==> src/sv/pws_pkg.sv <==
package pws_pkg;

  // request type codes
  localparam logic [1:0] REQ_GRADED = 2'd0;
  localparam logic [1:0] REQ_PLAIN  = 2'd1;
  localparam logic [1:0] REQ_BLEND  = 2'd2;

  // configuration register indexes
  localparam logic [1:0] CFG_WIDTH  = 2'd0;
  localparam logic [1:0] CFG_HEIGHT = 2'd1;
  localparam logic [1:0] CFG_BRIGHT = 2'd2;
  localparam logic [1:0] CFG_NIGHT  = 2'd3;

  localparam logic [12:0] WIDTH_RST  = 13'd1024;
  localparam logic [12:0] HEIGHT_RST = 13'd768;
  localparam logic [6:0]  PCT_FULL   = 7'd100;
  localparam logic [6:0]  PCT_MIN    = 7'd10;
  localparam logic [6:0]  RED_GAIN   = 7'd110;
  localparam logic [6:0]  BLUE_GAIN  = 7'd65;
  localparam logic [7:0]  CHAN_MAX   = 8'd255;

  // floor(v/100) == (v*5243)>>19, exact for v below 28672
  localparam logic [12:0] RECIP100   = 13'd5243;
  localparam int          RECIP_SH   = 19;

  typedef struct packed {
    logic wr;     // pixel is written
    logic blend;  // alpha mix instead of shading
    logic tint;   // night-light tint applies
  } pws_mode_t;

  function automatic logic [8:0] div100(input logic [14:0] v);
    logic [27:0] prod;
    prod = 28'(v) * 28'(RECIP100);
    return prod[RECIP_SH+8:RECIP_SH];
  endfunction

endpackage

==> src/sv/pws_color_pipe.sv <==
module pws_color_pipe (
  input  logic              clk,
  input  pws_pkg::pws_mode_t in_mode,
  input  logic [23:0]       in_src,
  input  logic [23:0]       in_dst,
  input  logic [7:0]        in_alpha,
  input  logic [6:0]        in_pct,
  output logic [23:0]       out_color
);
  import pws_pkg::*;

  // stage 2: brightness and blend products
  pws_mode_t         mode2_r;
  logic [2:0][14:0]  br_prod_r, br_prod_nxt;
  logic [2:0][15:0]  mix_s_r, mix_s_nxt;
  logic [2:0][15:0]  mix_d_r, mix_d_nxt;
  // stage 3: shaded or mixed channels
  pws_mode_t         mode3_r;
  logic [2:0][7:0]   chan3_r, chan3_nxt;
  // stage 4: tint products
  pws_mode_t         mode4_r;
  logic [2:0][14:0]  prod4_r, prod4_nxt;
  // stage 5: packed color
  logic [23:0]       color5_r, color5_nxt;

  logic [7:0] inv_alpha;
  assign inv_alpha = CHAN_MAX - in_alpha;

  always_comb begin
    for (int ch = 0; ch < 3; ch++) begin
      br_prod_nxt[ch] = 15'(in_src[ch*8 +: 8]) * 15'(in_pct);
      mix_s_nxt[ch]   = 16'(in_src[ch*8 +: 8]) * 16'(in_alpha);
      mix_d_nxt[ch]   = 16'(in_dst[ch*8 +: 8]) * 16'(inv_alpha);
    end
  end

  always_comb begin
    logic [15:0] sum;
    logic [8:0]  q;
    for (int ch = 0; ch < 3; ch++) begin
      sum = mix_s_r[ch] + mix_d_r[ch];
      q   = div100(br_prod_r[ch]);
      chan3_nxt[ch] = mode2_r.blend ? sum[15:8] : q[7:0];
    end
  end

  // unity gain (x100, then /100) where no tint
  always_comb begin
    prod4_nxt[2] = 15'(chan3_r[2]) * 15'(mode3_r.tint ? RED_GAIN : PCT_FULL);
    prod4_nxt[1] = 15'(chan3_r[1]) * 15'(PCT_FULL);
    prod4_nxt[0] = 15'(chan3_r[0]) * 15'(mode3_r.tint ? BLUE_GAIN : PCT_FULL);
  end

  always_comb begin
    logic [8:0] q;
    color5_nxt = '0;
    for (int ch = 0; ch < 3; ch++) begin
      q = div100(prod4_r[ch]);
      // saturate; only red can exceed 255
      color5_nxt[ch*8 +: 8] = q[8] ? CHAN_MAX : q[7:0];
    end
    if (!mode4_r.wr) begin
      color5_nxt = '0;
    end
  end

  always_ff @(posedge clk) begin
    mode2_r   <= in_mode;
    br_prod_r <= br_prod_nxt;
    mix_s_r   <= mix_s_nxt;
    mix_d_r   <= mix_d_nxt;
    mode3_r   <= mode2_r;
    chan3_r   <= chan3_nxt;
    mode4_r   <= mode3_r;
    prod4_r   <= prod4_nxt;
    color5_r  <= color5_nxt;
  end

  assign out_color = color5_r;

endmodule

==> src/sv/pixel_write_stage_core.sv <==
// Pixel write stage: clip, linear address and color shading/blending.
// Output: a transaction accepted at one clock edge passes through the registered
//   pipeline stages and is presented on the out_ ports for one cycle, marked by out_strobe.
// Throughput: one transaction per clock; busy stays low, the receiver cannot stall.
// Reset (rst_n low, synchronous) clears all valid bits and loads the register
//   defaults: width 1024, height 768, brightness 100, night light off.
module pixel_write_stage_core (
  input  logic        clk,
  input  logic        rst_n,
  // input transaction
  input  logic        start,
  output logic        busy,
  input  logic [1:0]  in_req_type,
  input  logic signed [12:0] in_pos_x,
  input  logic signed [12:0] in_pos_y,
  input  logic [23:0] in_src_color,
  input  logic [7:0]  in_alpha,
  input  logic [23:0] in_dst_color,
  // configuration writes
  input  logic        cfg_we,
  input  logic [1:0]  cfg_index,
  input  logic [12:0] cfg_data,
  // result transaction
  output logic        out_strobe,
  output logic        out_write_enable,
  output logic [23:0] out_pixel_address,
  output logic [23:0] out_pixel_color
);
  import pws_pkg::*;

  // configuration registers
  logic [12:0] width_r;
  logic [12:0] height_r;
  logic [6:0]  bright_r;
  logic        night_r;
  logic [6:0]  pct_eff;

  // stage 1: captured and decoded transaction
  logic        vld1_r;
  logic        we1_r, we1_nxt;
  pws_mode_t   mode1_r, mode1_nxt;
  logic [11:0] x1_r, y1_r;
  logic [23:0] src1_r, dst1_r;
  logic [7:0]  alpha1_r;

  // address path, stages 2 to 5
  logic        vld2_r, vld3_r, vld4_r, vld5_r;
  logic        we2_r, we3_r, we4_r, we5_r;
  logic [11:0] x2_r;
  logic [24:0] row2_nxt;
  logic [23:0] row2_r;
  logic [23:0] addr3_r, addr4_r, addr5_r;

  logic [23:0] color;
  logic        accept;

  // no backpressure anywhere in the pipe
  assign busy   = 1'b0;
  assign accept = start & ~busy;

  // Configuration: write on enable, no handshake.
  always_ff @(posedge clk) begin
    if (!rst_n) begin
      width_r  <= WIDTH_RST;
      height_r <= HEIGHT_RST;
      bright_r <= PCT_FULL;
      night_r  <= 1'b0;
    end else if (cfg_we) begin
      unique case (cfg_index)
        CFG_WIDTH:  width_r  <= cfg_data;
        CFG_HEIGHT: height_r <= cfg_data;
        CFG_BRIGHT: bright_r <= cfg_data[6:0];
        CFG_NIGHT:  night_r  <= cfg_data[0];
        default:    ;
      endcase
    end
  end

  // Clamp brightness: at or above full means unchanged (scale by 100/100),
  // below the floor behaves as the floor.
  always_comb begin
    if (bright_r >= PCT_FULL) begin
      pct_eff = PCT_FULL;
    end else if (bright_r < PCT_MIN) begin
      pct_eff = PCT_MIN;
    end else begin
      pct_eff = bright_r;
    end
  end

  // Stage 1 decode: clip against the screen, pick the color mode.
  always_comb begin
    logic inside_scr;
    inside_scr = !in_pos_x[12] && !in_pos_y[12]
              && (in_pos_x < $signed({1'b0, width_r}))
              && (in_pos_y < $signed({1'b0, height_r}));
    mode1_nxt = '0;
    unique case (in_req_type)
      REQ_GRADED: begin
        we1_nxt        = inside_scr;
        mode1_nxt.tint = night_r;
      end
      REQ_PLAIN: begin
        we1_nxt = inside_scr;
      end
      REQ_BLEND: begin
        // transparent writes nothing; opaque shades like a plain write
        we1_nxt         = inside_scr && (in_alpha != 8'd0);
        mode1_nxt.blend = (in_alpha != CHAN_MAX);
      end
      default: begin
        we1_nxt = 1'b0;
      end
    endcase
    mode1_nxt.wr = we1_nxt;
  end

  always_ff @(posedge clk) begin
    if (!rst_n) begin
      vld1_r <= 1'b0;
    end else begin
      vld1_r <= accept;
    end
  end

  // payload captures unconditionally; vld1_r qualifies it
  always_ff @(posedge clk) begin
    we1_r    <= we1_nxt;
    mode1_r  <= mode1_nxt;
    x1_r     <= in_pos_x[11:0];
    y1_r     <= in_pos_y[11:0];
    src1_r   <= in_src_color;
    dst1_r   <= in_dst_color;
    alpha1_r <= in_alpha;
  end

  // Address: row offset multiply in stage 2, add column in stage 3.
  assign row2_nxt = 25'(y1_r) * 25'(width_r);

  always_ff @(posedge clk) begin
    if (!rst_n) begin
      vld2_r <= 1'b0;
      vld3_r <= 1'b0;
      vld4_r <= 1'b0;
      vld5_r <= 1'b0;
    end else begin
      vld2_r <= vld1_r;
      vld3_r <= vld2_r;
      vld4_r <= vld3_r;
      vld5_r <= vld4_r;
    end
  end

  always_ff @(posedge clk) begin
    we2_r   <= we1_r;
    x2_r    <= x1_r;
    row2_r  <= row2_nxt[23:0];
    we3_r   <= we2_r;
    addr3_r <= row2_r + 24'(x2_r);
    we4_r   <= we3_r;
    addr4_r <= addr3_r;
    we5_r   <= we4_r;
    // drop the address of a suppressed write
    addr5_r <= we4_r ? addr4_r : 24'd0;
  end

  // Color path runs alongside, stages 2 to 5, zeroed when no write.
  pws_color_pipe u_color (
    .clk       (clk),
    .in_mode   (mode1_r),
    .in_src    (src1_r),
    .in_dst    (dst1_r),
    .in_alpha  (alpha1_r),
    .in_pct    (pct_eff),
    .out_color (color)
  );

  assign out_strobe        = vld5_r;
  assign out_write_enable  = we5_r;
  assign out_pixel_address = addr5_r;
  assign out_pixel_color   = color;

endmodule
==> config.mk <==
export PLATFORM = sky130hd
export DESIGN_NAME = pixel_write_stage_core
export DESIGN_NICKNAME = d
export VERILOG_FILES = /design/src/sv/pws_pkg.sv /design/src/sv/pws_color_pipe.sv /design/src/sv/pixel_write_stage_core.sv
export SDC_FILE = /design/constraint.sdc
export NUM_CORES = 2
export LEC_CHECK = 0
export BUFFER_PORTS_ARGS = -buffer_cell sky130_fd_sc_hd__buf_4
export CAP_MARGIN = 20
export CORE_ASPECT_RATIO = 0.8
export CORE_MARGIN = 2
export CORE_UTILIZATION = 33
export DETAILED_ROUTE_END_ITERATION = 8
export GPL_ROUTABILITY_DRIVEN = 0
export PLACE_DENSITY_LB_ADDON = 0.08
export REMOVE_ABC_BUFFERS = 1
export SYNTH_ARGS = -nofsm -noshare
export SYNTH_HDL_FRONTEND = slang
export SYNTH_SLANG_ARGS = --single-unit
==> constraint.sdc <==
create_clock -name clk -period 7.6 [get_ports clk]
set_input_delay 0.76 -clock clk [delete_from_list [all_inputs] [get_ports clk]]
set_output_delay 0.76 -clock clk [all_outputs]
set_load 0.03 [all_outputs]
# --- After elaboration in Yosys (flattened, before gate mapping) ---
# Index checks and enable logic that the tools add are counted.
word_totals:
  regBits: 469
  input_bits: 103
  output_inout_bits: 51
  elab_cells: 104
op_classes:
  n_addsub: 5
  mul: 19
  n_lt_le_gt_ge: 4
  n_eq_ne: 6
  mux: 11
  reduce_logical: 14
op_table:
  columns: ["cell", "n"]
  rows:
  - ["$mul A8 B8 Y16", 6]
  - ["$mul A15 B13 Y27 const B", 3]
  - ["$mul A15 B13 Y28 const B", 2]
  - ["$add A16 B16 Y16", 3]
  - ["$mux W8", 6]
  - ["$mul A8 B7 Y15", 3]
  - ["$mul A8 B15 Y15", 2]
  - ["$lt A13 B14 Y1", 2]
  - ["$mul A13 B13 Y26 const B", 1]
  - ["$add A24 B12 Y24", 1]
  - ["$mul A12 B13 Y24", 1]
  - ["$mux W7", 2]
  - ["$mul A8 B5 Y13 const B", 1]
  - ["$ne A8 B8 Y1 const B", 1]
  - ["$reduce_and A2 Y1", 4]
  - ["$reduce_bool A8 Y1", 1]
  - ["$sub A8 B8 Y8 const A", 1]
  - ["$ge A7 B7 Y1 const B", 1]
  - ["$lt A7 B4 Y1 const B", 1]
  - ["$eq A2 B2 Y1 const B", 3]
  - ["$mux W6", 1]
  - ["$eq A2 B1 Y1 const B", 2]
  - ["$logic_and A1 B1 Y1", 4]
  - ["$logic_not A2 Y1", 2]
  - ["other kinds (4)", 5]

# --- Logic depth before layout (Yosys ltp) ---
depth:
  word_depth: 6
  depth_mapped: 24
  ltp_nobuf: 22

# --- Hierarchy ---
# A second synthesis with hierarchy kept.
unflattened:
  cells_unflattened: 6084
  area_unflattened_um2: 58800.1
by_module_without_submodules:
  columns: ["mod", "n_inst", "cells_per_inst", "area_per_inst_um2", "seq_area_each_um2"]
  rows:
  - ["pws_color_pipe", 1, 4861, 46699.8, 4744.6]
  - ["pixel_write_stage_core", 1, 1223, 12100.4, 4684.5]

# --- Least setup slack after synthesis ---
# No wires, ideal clock.
synth_timing:
  path_kind: "register -> register"
  startpoint: "register width_r[9]"
  endpoint: "register row2_r[23]"
  setup_ns: 0.072
  arrival_time_ns: 5.070
  required_ns: 7.528
  path_slack_ns: 2.458
  stages_incl_launch_ff: 20
  path_buffers: 1
  period_less_slack_ns: 5.142
  cell_sequence: "dfxtp_1 -> clkbuf_1 -> nand2_1 -> fa_1 -> inv_1 -> fa_1 -> fa_1 -> fa_1 -> inv_1 -> fa_1 -> inv_1 -> ha_1 -> a21o_1 -> a21oi_1 -> nor2b_1 -> nor2_1 -> a211oi_1 -> o311ai_0 -> a21oi_1 -> xnor2_1"
synth_between:
  elab_chain_len: 1
synth_lines:
  columns: ["item", "line", "rtl"]
  rows:
  - ["start, declared", "pixel_write_stage_core.sv:32", "logic [12:0] width_r;"]
  - ["start signal, assigned", "pixel_write_stage_core.sv:70", "CFG_WIDTH: width_r <= cfg_data;"]
  - ["$mul A12 B13 Y24", "pixel_write_stage_core.sv:138", "assign row2_nxt = 25'(y1_r) * 25'(width_r);"]
  - ["net row2_nxt[23]", "pixel_write_stage_core.sv:50", "logic [24:0] row2_nxt;"]
  - ["end signal, assigned", "pixel_write_stage_core.sv:157", "row2_r <= row2_nxt[23:0];"]
  - ["end, declared", "pixel_write_stage_core.sv:51", "logic [23:0] row2_r;"]
# The timed path passes the listed nets, and every way through them passes these cells.
# A chain may end at the register's enable or synchronous reset.

==> results.py <==
metrics = {
    "status": {
        "outcome": "complete, no violations",
    },
    "worst_setup_path": {
        "cp.arrival_ns": 6.64,
        "worstSetupStartpointType": "flip-flop",
        "path_max_fanout": 30,
        "crit_top_cell": "inv_1",
        "cp_data_required_time_ns": 8.19,
        "path_cells": "buf_4 -> nand2_1 -> a21oi_2 -> buf_4 -> nor2b_1 -> fa_1 -> inv_1 -> fa_1 -> inv_1 -> fa_1 -> inv_1 -> fa_1 -> inv_1 -> ha_1 -> inv_1 -> o21bai_1 -> a21oi_1 -> nor2b_1 -> o2111ai_1 -> nand2_1 -> o41ai_1 -> xnor2_1",
        "crit_path_top_delay_cell": "a21oi_2",
        "max_stage_delay_ns": 0.86,
        "path_buf_inv": 7,
        "end_kind": "flip-flop",
        "critPathKind": "flip-flop to flip-flop",
        "cpLargestDelayFamily": "adder cells",
    },
    "yosys": {
        "synth_top_family_by_area": "adder cells",
        "avgSynthCellArea_um2": 9.61,
        "async_reset_ff_share_pct": 0,
        "synth-compound-area-share_pct": 6.14,
        "yosysWarnings": 0,
        "ys.flop_type": "dfxtp_1",
        "yosys.area_share.simple_pct": 11.2,
        "syn_inst": 6111,
        "synth_enable_flop_cells": 0,
        "synth_cell_types": 73,
        "yosysSeqAreaShare_pct": 16.0,
        "synth_xor_area_share_pct": 3.68,
        "synthAdderAreaFrac_pct": 52.6,
        "ys_ff_latch": 468,
        "muxShareOfSynthArea_pct": 0.102,
        "netlist_area_mm2": 0.0587,
    },
    "cts": {
        "postCtsSetupBuffers": 0,
        "root_buffer": "clkbuf_16",
        "cts_tree": "yes",
        "insertion_delay_ns": 0.68,
        "clk_pin_slew_worst_paths_ns": 0.06,
        "cts_buffers": 59,
        "clockBufferDepth": 3,
        "cts_resized": 0,
        "clock_sinks": 468,
        "cts_hold_buf": 0,
        "htree_levels": 2,
    },
    "sta": {
        "min_period_ns": 6.05,
        "skew_ns": 0.0371,
        "fmax_ghz": 0.165,
        "rsz0062_at_grt": "no",
        "fin_crit_sh_pct": 79.6,
        "relSlewSlack_pct": 29.0,
        "slew_violations": 0,
        "final.setup.tns_ns": 0,
        "finalSetupViolCount": 0,
        "hold_viol": 0,
        "worst_pin_slew_ns": 1.05,
    },
    "global_route": {
        "antenna_found_initial": 7,
        "grt_pass1_vias": 40200,
        "grt_max_degree": 46,
        "grt_usage_pct": 15.6,
        "overflow": 0,
        "grt_pass1_wl_um": 225000,
    },
    "cells_and_area": {
        "final_cell_mix": "1,476 x inv_1, 1,137 x ha_1, 831 x fa_1, 458 x dfxtp_1, 387 x nand2_1",
        "layout_commonest_cell": "inv_1",
        "synthToLayoutAreaGrowth_pct": 10.2,
        "layout-drive-gt1-share_pct": 5.06,
        "multiInputGateArea_mm2": 0.0433,
        "fill_cells": 18100,
        "layout.nets": 8293,
        "seq_area_mm2": 0.00938,
    },
    "floorplanning": {
        "dieArea_mm2": 0.181,
        "ios": 154,
        "coreArea_mm2": 0.177,
        "die_h_um": 381,
        "num_rows": 138,
        "die_x_um": 476,
        "start_util_pct": 33.2,
    },
    "placement": {
        "port_buffers": 152,
        "post-dp-hpwl_um": 115000,
    },
    "routing": {
        "drcViolationCount": 0,
        "wl_per_cell_um": 15.8,
        "wl_um": 137000,
        "ant_nets": 0,
        "drtIter0Drc": 1446,
        "vias": 37800,
        "first_pass_iters": 5,
        "vias_per_cell": 4.37,
    },
    "min_path": {
        "hp-class": "input pin to flip-flop",
    },
    "job": {
        "drv_cap": 0,
    },
}
## cells in the mapped netlist (6+ instances only)
cell | n | share of area, %
a211oi_1 | 17 | 0.22
a21boi_0 | 41 | 0.52
a21o_1 | 60 | 0.77
a21oi_1 | 142 | 1.2
a31oi_1 | 14 | 0.15
and2_1 | 267 | 2.8
and3_1 | 24 | 0.26
clkbuf_1 | 125 | 0.80
dfxtp_1 | 468 | 16
fa_1 | 831 | 28
ha_1 | 1137 | 24
inv_1 | 1476 | 9.4
mux2i_1 | 6 | 0.10
nand2_1 | 387 | 2.5
nand2b_1 | 119 | 1.3
nand3_1 | 51 | 0.43
nand4_1 | 21 | 0.22
nor2_1 | 142 | 0.91
nor2b_1 | 185 | 2.0
nor3_1 | 44 | 0.38
o2111ai_1 | 16 | 0.24
o211ai_1 | 9 | 0.12
o21a_1 | 44 | 0.56
o21ai_0 | 84 | 0.72
o21bai_1 | 32 | 0.41
o31ai_1 | 8 | 0.10
o41a_1 | 8 | 0.15
or2_2 | 9 | 0.096
or3_1 | 8 | 0.085
xnor2_1 | 181 | 2.7
xor2_1 | 62 | 0.93
## per-layer routing
layer  part of all wire, %  wire (µm)  global-route usage [%]
met2                    44      59600                    24.1
met4                   1.6       2140                    2.69
met3                   2.8       3850                    1.66
met1                    52      71300                    23.4
met5                     0          0                       0
## final timing paths
| kind | start | to | slack (ns) | cells after the start |
|---|---|---|---|---|
| worst min-delay path | in_src_color[6] | src1_r[6] | 0.17 | 1 |
| worst min register to register | mode1_r[2] | u_color.mode2_r[2] | 0.32 | 0 |
| worst max register to register | bright_r[5] | u_color.br_prod_r[29] | 1.55 | 22 |
| worst max-delay path | bright_r[5] | u_color.br_prod_r[29] | 1.55 | 22 |
## worst reg2reg max path: stages, from the launching register on
cell       delay, ns
dfxtp_1         0.30
buf_4           0.30
nand2_1         0.38
a21oi_2         0.86
buf_4           0.31
nor2b_1         0.08
fa_1            0.54
inv_1           0.06
fa_1            0.54
inv_1           0.05
fa_1            0.48
inv_1           0.05
fa_1            0.47
inv_1           0.04
ha_1            0.31
inv_1           0.06
o21bai_1        0.06
a21oi_1         0.22
nor2b_1         0.10
o2111ai_1       0.18
nand2_1         0.10
o41ai_1         0.31
xnor2_1         0.16
## kinds of logic after synthesis
group,Yosys count
compound gates,535
xor+xnor,245
fa+ha+maj,1968
buf+inv,1608
flops,468
mux,6
other cells,1
simple gates,1280
## through the flow
stage	setup slack [ns]	utilization, %	cell area, µm²	hold WS, ns	cells
global route	1.09	36.6	64700	0.124	8646
detailed placement	1.59	35.4	62600	0.312	8539
finish	1.55	36.6	64700	0.169	8649
floorplan	1.73	-	58200	0.310	5983
CTS	1.54	36.6	64600	0.0881	8644
global placement	1.65	35.4	62600	0.313	8539
## area by class of cell
class | count | share of cell area [%]
Clock inverter | 33 | 0.745
Clock buffer | 72 | 2.50
Antenna cell | 3 | 0.0116
Multi-Input combinational cell | 4039 | 67.0
Sequential cell | 468 | 14.5
Tap cell | 2380 | 4.60
Timing Repair Buffer | 178 | 2.07
Inverter | 1476 | 8.57
## sequential cells by signal, summed over array words and instances (netlist names), 42 cells and up
name,flops
u_color.br_prod_r,45
u_color.prod4_r,42
u_color.mix_d_r,48
u_color.mix_s_r,48
Power is not shown: default switching activity piles up to over one toggle a cycle in this logic, so the estimate is an artifact.
